**config.mk**
```make
export PLATFORM = sky130hd
export DESIGN_NAME = mouse_position_button_tracker_core
export DESIGN_NICKNAME = d
export VERILOG_FILES = /design/src/rtl/mpbt_pkg.sv /design/src/rtl/mpbt_in_reg.sv /design/src/rtl/mpbt_update.sv /design/src/rtl/mouse_position_button_tracker_core.sv
export SDC_FILE = /design/constraint.sdc
export NUM_CORES = 1
export LEC_CHECK = 0
export BUFFER_PORTS_ARGS = -buffer_cell sky130_fd_sc_hd__buf_2
export CORE_UTILIZATION = 36
export CTS_BUF_LIST = sky130_fd_sc_hd__clkbuf_8
export DETAILED_ROUTE_END_ITERATION = 8
export SLEW_MARGIN = 10
export SYNTH_ARGS = -nofsm -noshare
export SYNTH_HDL_FRONTEND = slang
export SYNTH_SLANG_ARGS = --single-unit
```
**constraint.sdc**
```tcl
create_clock -name clk_i -period 4.07 [get_ports clk_i]
set_input_delay 1.0175 -clock clk_i [delete_from_list [all_inputs] [get_ports clk_i]]
set_output_delay 1.0175 -clock clk_i [all_outputs]
set_load 0.01 [all_outputs]
```
**src/rtl/mpbt_pkg.sv**
```systemverilog
// Package for the mouse position and button tracker: types, codes and helper functions.
package mpbt_pkg;

  // Number of physical buttons tracked (legal range 1 to 8).
  localparam int unsigned NumButtons = 4;
  // Buttons that can be addressed by an event and that appear on the result.
  localparam int unsigned NumOutButtons = 4;
  localparam int unsigned NumLanes = (NumButtons < NumOutButtons) ? NumButtons : NumOutButtons;

  localparam int unsigned CoordW = 12;
  localparam int unsigned DeltaW = 16;
  localparam int unsigned SumW   = 21;
  localparam int unsigned PhaseW = 2;

  localparam int unsigned InDataW  = 48;
  localparam int unsigned InUserW  = 5;
  localparam int unsigned OutRawW  = 2 * CoordW + 3 * SumW + NumOutButtons
                                     + NumOutButtons * PhaseW;
  localparam int unsigned OutDataW = ((OutRawW + 7) / 8) * 8;

  // Item operations.
  localparam logic [1:0] OpFrameStart = 2'd0;
  localparam logic [1:0] OpEvent      = 2'd1;
  localparam logic [1:0] OpSetPos     = 2'd2;

  // Event kinds.
  localparam logic [2:0] KindMoveX   = 3'd0;
  localparam logic [2:0] KindMoveY   = 3'd1;
  localparam logic [2:0] KindWheel   = 3'd2;
  localparam logic [2:0] KindButton0 = 3'd3;
  localparam logic [2:0] KindIgnored = 3'd7;

  // Button phases.
  localparam logic [PhaseW-1:0] PhIdle     = 2'd0;
  localparam logic [PhaseW-1:0] PhPressed  = 2'd1;
  localparam logic [PhaseW-1:0] PhHeld     = 2'd2;
  localparam logic [PhaseW-1:0] PhReleased = 2'd3;

  // Configuration register indexes.
  localparam logic [1:0] RegAreaLeft   = 2'd0;
  localparam logic [1:0] RegAreaTop    = 2'd1;
  localparam logic [1:0] RegAreaRight  = 2'd2;
  localparam logic [1:0] RegAreaBottom = 2'd3;

  localparam int unsigned PressBit = 7;

  typedef struct packed {
    logic [1:0]               op;
    logic [2:0]               kind;
    logic signed [DeltaW-1:0] value;
    logic signed [DeltaW-1:0] new_x;
    logic signed [DeltaW-1:0] new_y;
  } item_t;

  typedef struct packed {
    logic [CoordW-1:0] left;
    logic [CoordW-1:0] top;
    logic [CoordW-1:0] right;
    logic [CoordW-1:0] bottom;
  } area_t;

  typedef struct packed {
    logic [CoordW-1:0]                        cursor_x;
    logic [CoordW-1:0]                        cursor_y;
    logic signed [SumW-1:0]                   frame_dx;
    logic signed [SumW-1:0]                   frame_dy;
    logic signed [SumW-1:0]                   frame_dz;
    logic [NumOutButtons-1:0]                 buttons_down;
    logic [NumOutButtons-1:0][PhaseW-1:0]     phase;
  } result_t;

  // Saturating add of a signed delta to a frame sum.
  function automatic logic signed [SumW-1:0] sat_add(logic signed [SumW-1:0] s,
                                                     logic signed [DeltaW-1:0] d);
    logic signed [SumW:0] r;
    logic signed [SumW:0] hi_lim;
    logic signed [SumW:0] lo_lim;
    hi_lim = (SumW+1)'((1 << (SumW - 1)) - 1);
    lo_lim = -hi_lim - (SumW+1)'(1);
    r = (SumW+1)'(s) + (SumW+1)'(d);
    if (r > hi_lim) begin
      return hi_lim[SumW-1:0];
    end else if (r < lo_lim) begin
      return lo_lim[SumW-1:0];
    end
    return r[SumW-1:0];
  endfunction

  // Clamp a signed coordinate into [lo, hi]; the low test wins first, so in an
  // inverted area a value below the low bound resolves to the low bound and any other value to the high bound.
  function automatic logic [CoordW-1:0] clamp_pos(logic signed [DeltaW+1:0] v,
                                                  logic [CoordW-1:0] lo,
                                                  logic [CoordW-1:0] hi);
    logic signed [DeltaW+1:0] lo_s;
    logic signed [DeltaW+1:0] hi_s;
    lo_s = $signed({{(DeltaW + 2 - CoordW){1'b0}}, lo});
    hi_s = $signed({{(DeltaW + 2 - CoordW){1'b0}}, hi});
    if (v < lo_s) begin
      return lo;
    end else if (v > hi_s) begin
      return hi;
    end
    return v[CoordW-1:0];
  endfunction

endpackage

```
**src/rtl/mpbt_in_reg.sv**
```systemverilog
// Input register stage of the mouse tracker: captures one item and holds it until taken.
module mpbt_in_reg (
  input  logic                clk_i,
  input  logic                rst_ni,
  input  logic                valid_i,
  output logic                ready_o,
  input  mpbt_pkg::item_t     item_i,
  output logic                valid_o,
  input  logic                take_i,
  output mpbt_pkg::item_t     item_o
);

  logic            valid_q, valid_d;
  mpbt_pkg::item_t item_q;

  // A held item that is taken this cycle frees the stage for the next one.
  assign ready_o = !valid_q || take_i;

  always_comb begin
    valid_d = valid_q;
    if (ready_o) begin
      valid_d = valid_i;
    end
  end

  always_ff @(posedge clk_i or negedge rst_ni) begin
    if (!rst_ni) begin
      valid_q <= 1'b0;
    end else begin
      valid_q <= valid_d;
    end
  end

  always_ff @(posedge clk_i) begin
    if (ready_o && valid_i) begin
      item_q <= item_i;
    end
  end

  assign valid_o = valid_q;
  assign item_o  = item_q;

endmodule

```
**src/rtl/mpbt_update.sv**
```systemverilog
// Tracker state registers and the combinational update applied for each item.
module mpbt_update (
  input  logic                clk_i,
  input  logic                rst_ni,
  input  logic                step_i,
  input  mpbt_pkg::item_t     item_i,
  input  mpbt_pkg::area_t     area_i,
  output mpbt_pkg::result_t   result_o
);

  logic [mpbt_pkg::CoordW-1:0]        pos_x_q, pos_x_d;
  logic [mpbt_pkg::CoordW-1:0]        pos_y_q, pos_y_d;
  logic signed [mpbt_pkg::SumW-1:0]   sum_dx_q, sum_dx_d;
  logic signed [mpbt_pkg::SumW-1:0]   sum_dy_q, sum_dy_d;
  logic signed [mpbt_pkg::SumW-1:0]   sum_dz_q, sum_dz_d;
  logic [mpbt_pkg::NumLanes-1:0]      held_q, held_d;
  logic [mpbt_pkg::NumLanes-1:0][mpbt_pkg::PhaseW-1:0] phase_q, phase_d;

  logic signed [mpbt_pkg::DeltaW+1:0] move_x;
  logic signed [mpbt_pkg::DeltaW+1:0] move_y;
  logic                               is_button;
  logic [2:0]                         button_idx;
  logic                               pressed;

  assign move_x = $signed({6'd0, pos_x_q}) + (mpbt_pkg::DeltaW+2)'(item_i.value);
  assign move_y = $signed({6'd0, pos_y_q}) + (mpbt_pkg::DeltaW+2)'(item_i.value);
  assign is_button = (item_i.kind >= mpbt_pkg::KindButton0)
                     && (item_i.kind != mpbt_pkg::KindIgnored);
  assign button_idx = item_i.kind - mpbt_pkg::KindButton0;
  assign pressed = item_i.value[mpbt_pkg::PressBit];

  always_comb begin
    pos_x_d  = pos_x_q;
    pos_y_d  = pos_y_q;
    sum_dx_d = sum_dx_q;
    sum_dy_d = sum_dy_q;
    sum_dz_d = sum_dz_q;
    held_d   = held_q;
    phase_d  = phase_q;
    unique case (item_i.op)
      mpbt_pkg::OpFrameStart: begin
        sum_dx_d = '0;
        sum_dy_d = '0;
        sum_dz_d = '0;
        for (int i = 0; i < mpbt_pkg::NumLanes; i++) begin
          case (phase_q[i])
            mpbt_pkg::PhPressed:  phase_d[i] = mpbt_pkg::PhHeld;
            mpbt_pkg::PhHeld:     if (!held_q[i]) phase_d[i] = mpbt_pkg::PhReleased;
            mpbt_pkg::PhReleased: if (!held_q[i]) phase_d[i] = mpbt_pkg::PhIdle;
            default:              phase_d[i] = phase_q[i];
          endcase
        end
      end
      mpbt_pkg::OpEvent: begin
        if (item_i.kind == mpbt_pkg::KindMoveX) begin
          sum_dx_d = mpbt_pkg::sat_add(sum_dx_q, item_i.value);
          pos_x_d  = mpbt_pkg::clamp_pos(move_x, area_i.left, area_i.right);
        end else if (item_i.kind == mpbt_pkg::KindMoveY) begin
          sum_dy_d = mpbt_pkg::sat_add(sum_dy_q, item_i.value);
          pos_y_d  = mpbt_pkg::clamp_pos(move_y, area_i.top, area_i.bottom);
        end else if (item_i.kind == mpbt_pkg::KindWheel) begin
          sum_dz_d = mpbt_pkg::sat_add(sum_dz_q, item_i.value);
        end else if (is_button) begin
          for (int i = 0; i < mpbt_pkg::NumLanes; i++) begin
            if (button_idx == 3'(i)) begin
              held_d[i] = pressed;
              if (pressed && (phase_q[i] == mpbt_pkg::PhIdle
                              || phase_q[i] == mpbt_pkg::PhReleased)) begin
                phase_d[i] = mpbt_pkg::PhPressed;
              end
            end
          end
        end
      end
      mpbt_pkg::OpSetPos: begin
        pos_x_d = mpbt_pkg::clamp_pos((mpbt_pkg::DeltaW+2)'(item_i.new_x),
                                      area_i.left, area_i.right);
        pos_y_d = mpbt_pkg::clamp_pos((mpbt_pkg::DeltaW+2)'(item_i.new_y),
                                      area_i.top, area_i.bottom);
      end
      default: begin
        pos_x_d = pos_x_q;
      end
    endcase
  end

  always_ff @(posedge clk_i or negedge rst_ni) begin
    if (!rst_ni) begin
      pos_x_q  <= '0;
      pos_y_q  <= '0;
      sum_dx_q <= '0;
      sum_dy_q <= '0;
      sum_dz_q <= '0;
      held_q   <= '0;
      phase_q  <= '0;
    end else if (step_i) begin
      pos_x_q  <= pos_x_d;
      pos_y_q  <= pos_y_d;
      sum_dx_q <= sum_dx_d;
      sum_dy_q <= sum_dy_d;
      sum_dz_q <= sum_dz_d;
      held_q   <= held_d;
      phase_q  <= phase_d;
    end
  end

  // The result of an item is the state after its update.
  always_comb begin
    result_o.cursor_x     = pos_x_d;
    result_o.cursor_y     = pos_y_d;
    result_o.frame_dx     = sum_dx_d;
    result_o.frame_dy     = sum_dy_d;
    result_o.frame_dz     = sum_dz_d;
    result_o.buttons_down = '0;
    result_o.phase        = '0;
    for (int i = 0; i < mpbt_pkg::NumLanes; i++) begin
      result_o.buttons_down[i] = held_d[i];
      result_o.phase[i]        = phase_d[i];
    end
  end

endmodule

```
**src/rtl/mouse_position_button_tracker_core.sv**
```systemverilog
// Top level of the mouse position and button tracker: ports, area registers, result register.
//
//   Channel   Direction  Handshake                       Contents
//   s_axis    in         s_axis_tvalid_i/s_axis_tready_o one item: op, kind, deltas, position
//   m_axis    out        m_axis_tvalid_o/m_axis_tready_i one result: cursor, sums, buttons
//   cfg       in         cfg_valid_i/cfg_ready_o         area register index and value
//
// Each item gives exactly one result. An item passes an input register, then
// its whole update (saturating add, clamp, button phase step) is done
// combinationally and lands in the tracker state and the result register at
// once, so one item is accepted every cycle while the output side keeps up.
// When the output stalls, the input register holds one more item and then the
// input side stalls too. Reset clears the area, the cursor, the frame sums and
// all button state; the configuration port never stalls.
module mouse_position_button_tracker_core (
  input  logic                           clk_i,
  input  logic                           rst_ni,
  // s_axis_tuser_i: op [1:0], event_kind [4:2]
  // s_axis_tdata_i: event_value [15:0], new_x [31:16], new_y [47:32]
  input  logic                           s_axis_tvalid_i,
  output logic                           s_axis_tready_o,
  input  logic [mpbt_pkg::InDataW-1:0]   s_axis_tdata_i,
  input  logic [mpbt_pkg::InUserW-1:0]   s_axis_tuser_i,
  // m_axis_tdata_o: cursor_x [11:0], cursor_y [23:12], frame_dx [44:24],
  // frame_dy [65:45], frame_dz [86:66], buttons_down [90:87], phase_b0 [92:91],
  // phase_b1 [94:93], phase_b2 [96:95], phase_b3 [98:97], zero fill [103:99]
  output logic                           m_axis_tvalid_o,
  input  logic                           m_axis_tready_i,
  output logic [mpbt_pkg::OutDataW-1:0]  m_axis_tdata_o,
  // Configuration: index selects left, top, right or bottom.
  input  logic                           cfg_valid_i,
  output logic                           cfg_ready_o,
  input  logic [1:0]                     cfg_index_i,
  input  logic [mpbt_pkg::CoordW-1:0]    cfg_data_i
);

  mpbt_pkg::item_t   in_item;
  mpbt_pkg::item_t   stage_item;
  logic              stage_valid;
  logic              step;
  mpbt_pkg::area_t   area_q, area_d;
  mpbt_pkg::result_t next_result;
  mpbt_pkg::result_t result_q;
  logic              out_valid_q, out_valid_d;

  // Unpack the input item.
  assign in_item.op    = s_axis_tuser_i[1:0];
  assign in_item.kind  = s_axis_tuser_i[4:2];
  assign in_item.value = s_axis_tdata_i[15:0];
  assign in_item.new_x = s_axis_tdata_i[31:16];
  assign in_item.new_y = s_axis_tdata_i[47:32];

  // The held item is processed whenever the result register is free or is
  // being emptied in this same cycle.
  assign step = stage_valid && (!out_valid_q || m_axis_tready_i);

  mpbt_in_reg u_in_reg (
    .clk_i   (clk_i),
    .rst_ni  (rst_ni),
    .valid_i (s_axis_tvalid_i),
    .ready_o (s_axis_tready_o),
    .item_i  (in_item),
    .valid_o (stage_valid),
    .take_i  (step),
    .item_o  (stage_item)
  );

  mpbt_update u_update (
    .clk_i    (clk_i),
    .rst_ni   (rst_ni),
    .step_i   (step),
    .item_i   (stage_item),
    .area_i   (area_q),
    .result_o (next_result)
  );

  // Area registers. Writes must happen only while the block is idle, so they never
  // race an item in flight; the user is bound to this, the block itself does not enforce it.
  assign cfg_ready_o = 1'b1;

  always_comb begin
    area_d = area_q;
    if (cfg_valid_i) begin
      unique case (cfg_index_i)
        mpbt_pkg::RegAreaLeft:   area_d.left   = cfg_data_i;
        mpbt_pkg::RegAreaTop:    area_d.top    = cfg_data_i;
        mpbt_pkg::RegAreaRight:  area_d.right  = cfg_data_i;
        mpbt_pkg::RegAreaBottom: area_d.bottom = cfg_data_i;
        default:                 area_d        = area_q;
      endcase
    end
  end

  always_ff @(posedge clk_i or negedge rst_ni) begin
    if (!rst_ni) begin
      area_q <= '0;
    end else begin
      area_q <= area_d;
    end
  end

  // Result register: filled by a processed item, emptied by the consumer.
  always_comb begin
    out_valid_d = out_valid_q;
    if (step) begin
      out_valid_d = 1'b1;
    end else if (m_axis_tready_i) begin
      out_valid_d = 1'b0;
    end
  end

  always_ff @(posedge clk_i or negedge rst_ni) begin
    if (!rst_ni) begin
      out_valid_q <= 1'b0;
    end else begin
      out_valid_q <= out_valid_d;
    end
  end

  always_ff @(posedge clk_i) begin
    if (step) begin
      result_q <= next_result;
    end
  end

  assign m_axis_tvalid_o = out_valid_q;

  // Pack the result, first field in the lowest bits.
  assign m_axis_tdata_o = {
    (mpbt_pkg::OutDataW - mpbt_pkg::OutRawW)'(0),
    result_q.phase[3],
    result_q.phase[2],
    result_q.phase[1],
    result_q.phase[0],
    result_q.buttons_down,
    result_q.frame_dz,
    result_q.frame_dy,
    result_q.frame_dx,
    result_q.cursor_y,
    result_q.cursor_x
  };

endmodule
```
==> results.ini <==
[timing]
period_share_pct = 105
finalSetupViolCount = 46
slew_headroom_pct = 9.18
slew_violations = 0
fin_crit_ns = 4.28
setup_slack_ns = -0.206
hold_ws_ns = 0.438
rsz0062_at_grt = yes
clock_skew_ns = 0.0291
tightestPinTransition_ns = 1.32
clock.fmax_mhz = 234
hold_violations = 0

[power_and_ir_drop]
power.internal_w = 0.00776
p_comb_share_pct = 44.5
p_seq_share_pct = 33.2
powerDensity_mw_per_mm2 = 529
worst_ir_drop_vdd_uv = 240
power_switching_share_pct = 39.6
finalPower_w = 0.0128
p_sw_w = 0.00508
power_frac_clock_pct = 22.3
p_leak_nw = 10.9

[place]
io_buffers = 172
post-dp-hpwl_um = 47800
gp_congestion = 0.950
place_ws_ns = -0.418
post_dp_cell_area_sq_mm = 0.0222

[synth]
syn_inst = 2039
synth_area_per_cell_sq_um = 9.63
yosysTopAreaCell = edfxtp_1
synth_edf_count = 152
synth_top_area_share_pct = 23.2
syn_area_sq_mm = 0.0196
ys_ff_latch = 301
ys_top_cells_by_count = 229 x nand2_1, 215 x o21ai_0, 194 x ha_1
synth_most_common_cell = nand2_1
async_flop_share_pct = 49.5
yosysSeqAreaShare_pct = 42.2
yosys-top-cells-area = edfxtp_1 23%, dfrtp_1 19%, ha_1 12%
synth_cell_types = 85
ys_warn_count = 0
synthFlopType = edfxtp_1

[detailed_routing]
wl_per_cell_um = 20.5
drt_wl_total_um = 63700
via_per_inst = 5.54
drtAntennaViolNets = 0
first_pass_iters = 5
drc = 0
vias = 17190
drtIter0Drc = 1177

[clock_tree]
cts.htree.levels = 2
cts_tree = done
clkTransAtPathRegs_ns = 0.06
numCtsBuffers = 55
clk-insertion-delay-late_ns = 0.66
cts_root_buf = clkbuf_8
numClockSinks = 301
holdBufCountCts = 0
clockBufferDepth = 3

[outcome]
violations = negative setup slack
status = finished, violations left

[grt]
grt.overflow.total = 0
gr-usage-met2_pct = 36.5
grt-busiest-layer = met2
grtUsageTotal_pct = 22.7
antenna_found_initial = 1
met3_usage_pct = 3.79
grt_max_degree = 78
grt_pass1_wl_um = 98300
grtUsageMet1_pct = 30.0
grt_pass1_vias = 17206

[worst_setup_path]
reg2reg_slack_ns = -0.21
crit_buf_inv = 2
worst-path-max-fanout = 8
cp_slowest_cell = or4_4
start_kind = flip-flop
critical_path.max_stage_delay_ns = 0.59
cp_cell_sequence = buf_6 -> fa_2 -> a21oi_4 -> o22ai_4 -> a31o_4 -> a21o_1 -> a21oi_2 -> xnor2_2 -> buf_4 -> ha_4 -> nand2_2 -> nor4_4 -> a21oi_4 -> or4_4 -> o21ai_2 -> nor2_2 -> a221o_1
cp.required_ns = 4.46
path_delay_family = compound AO/OA/AOI/OAI gates
cp-end-kind = flip-flop
cpMostUsedCell = a21oi_4
cp.arrival_ns = 4.67
worstSetupPathType = reg -> reg

[die]
fp.dieH_um = 236
num_io_pins = 179
rows = 85
coreArea_sq_mm = 0.0538
dieWidth_um = 236
initial_utilization_pct = 36.5
dieArea_sq_mm = 0.0555

[cells_and_area]
layout-drive-gt1-share_pct = 25.2
fill_cells = 5161
fin_nets = 2630
syn_to_final_growth_pct = 23.8
fin_area_sq_mm = 0.0243

[flow_run]
maxCapViolations = 0

[worst_hold_path]
hp-class = in -> async

==> flip-flops by register name (all words and copies together), names as in the netlist <==
signal and cells:
u_in_reg.item_o 53, m_axis_tdata_o 99, u_update.pos_y_q 12, m_axis_tvalid_o 1, u_update.sum_dz_q 21, u_in_reg.valid_o 1
u_update.phase_q 8, u_update.sum_dx_q 21, u_update.pos_x_q 12, u_update.held_q 4, u_update.sum_dy_q 21, area_q 48
==> cell usage in the layout (no fill, tap or decap), drive strengths merged, types with 39 or more instances in the layout <==
master	netlist	routed
dfrtp	149	149
buf	24	328
nand3	39	39
xnor2	45	45
ha	194	194
nand2	230	230
a21oi	128	128
nor2	147	147
clkbuf	45	61
edfxtp	152	152
inv	100	118
o21ai	249	249
a21o	63	63
mux2	52	52
==> per-layer routing <==
metal | share of wire [%] | vias to the layer above | wire length [um]
met5 | 0 | - | 0
met4 | 3.9 | 0 | 2500
met3 | 5.6 | 120 | 3530
met2 | 46 | 499 | 29500
met1 | 44 | 8384 | 28100
li1 | - | 8187 | -
==> final cells by class <==
class                      instances  area (sq um)  share of cell area (%)
inverter                         100           380                    1.57
timing repair buffer             328          2160                    8.90
antenna                            1          2.50                  0.0103
clock buffer                      61           840                    3.45
tap                              696           871                    3.58
multi-input combinational       1573         11500                    47.4
sequential                       301          8290                    34.1
clock inverter                    41           238                   0.978
==> logic make-up after synthesis <==
| family | Yosys count | share of synthesized area [%] |
|---|---|---|
| adders and majority gates | 199 | 12.9 |
| and+or+nand+nor | 583 | 13.6 |
| buffers and inverters | 169 | 3.44 |
| other | 2 | 0.0383 |
| AOI/OAI and AO/OA | 648 | 20.9 |
| xor gates and xnor gates | 65 | 2.90 |
| muxes | 72 | 4.00 |
| DFF | 301 | 42.2 |
==> stage by stage <==
step                setup TNS (ns)  utilization, %  cells
detailed placement          -13.51            41.2   2975
global placement             -9.60            41.2   2975
finish                       -4.77            45.2   3101
CTS                          -1.94            44.1   3093
floorplan                        0               -   2043
global route                -15.36            45.2   3101
==> final timing paths <==
check,depth (start not counted),endpoint,start
min,1,u_update.sum_dx_q[14],rst_ni
min reg2reg,1,m_axis_tvalid_o,u_in_reg.valid_o
max,17,m_axis_tdata_o[11],u_in_reg.item_o[33]
max in group asynchronous,2,area_q[40],rst_ni
max reg2reg,17,m_axis_tdata_o[11],u_in_reg.item_o[33]
min in group clk_i,1,m_axis_tvalid_o,u_in_reg.valid_o
==> power by group through the flow <==
stage	clock, W	combinational (W)	sequential, W
CTS	0.00295	0.00536	0.00425
detailed placement	0	0.00499	0.00429
global route	0.00308	0.00631	0.00432
finish	0.00286	0.00572	0.00426
global placement	0	0.00490	0.00428
floorplan	0	0.00326	0.00420
==> repair_timing <==
| item | CTS | global route |
|---|---|---|
| pin swaps | 75 | 65 |
| gates resized for setup | 79 | 117 |
| setup endpoints to repair | 48 | 109 |
| setup buffers | 16 | 8 |
| gates cloned | 1 | 0 |
No activity file was read; power rests on OpenSTA's default activity.
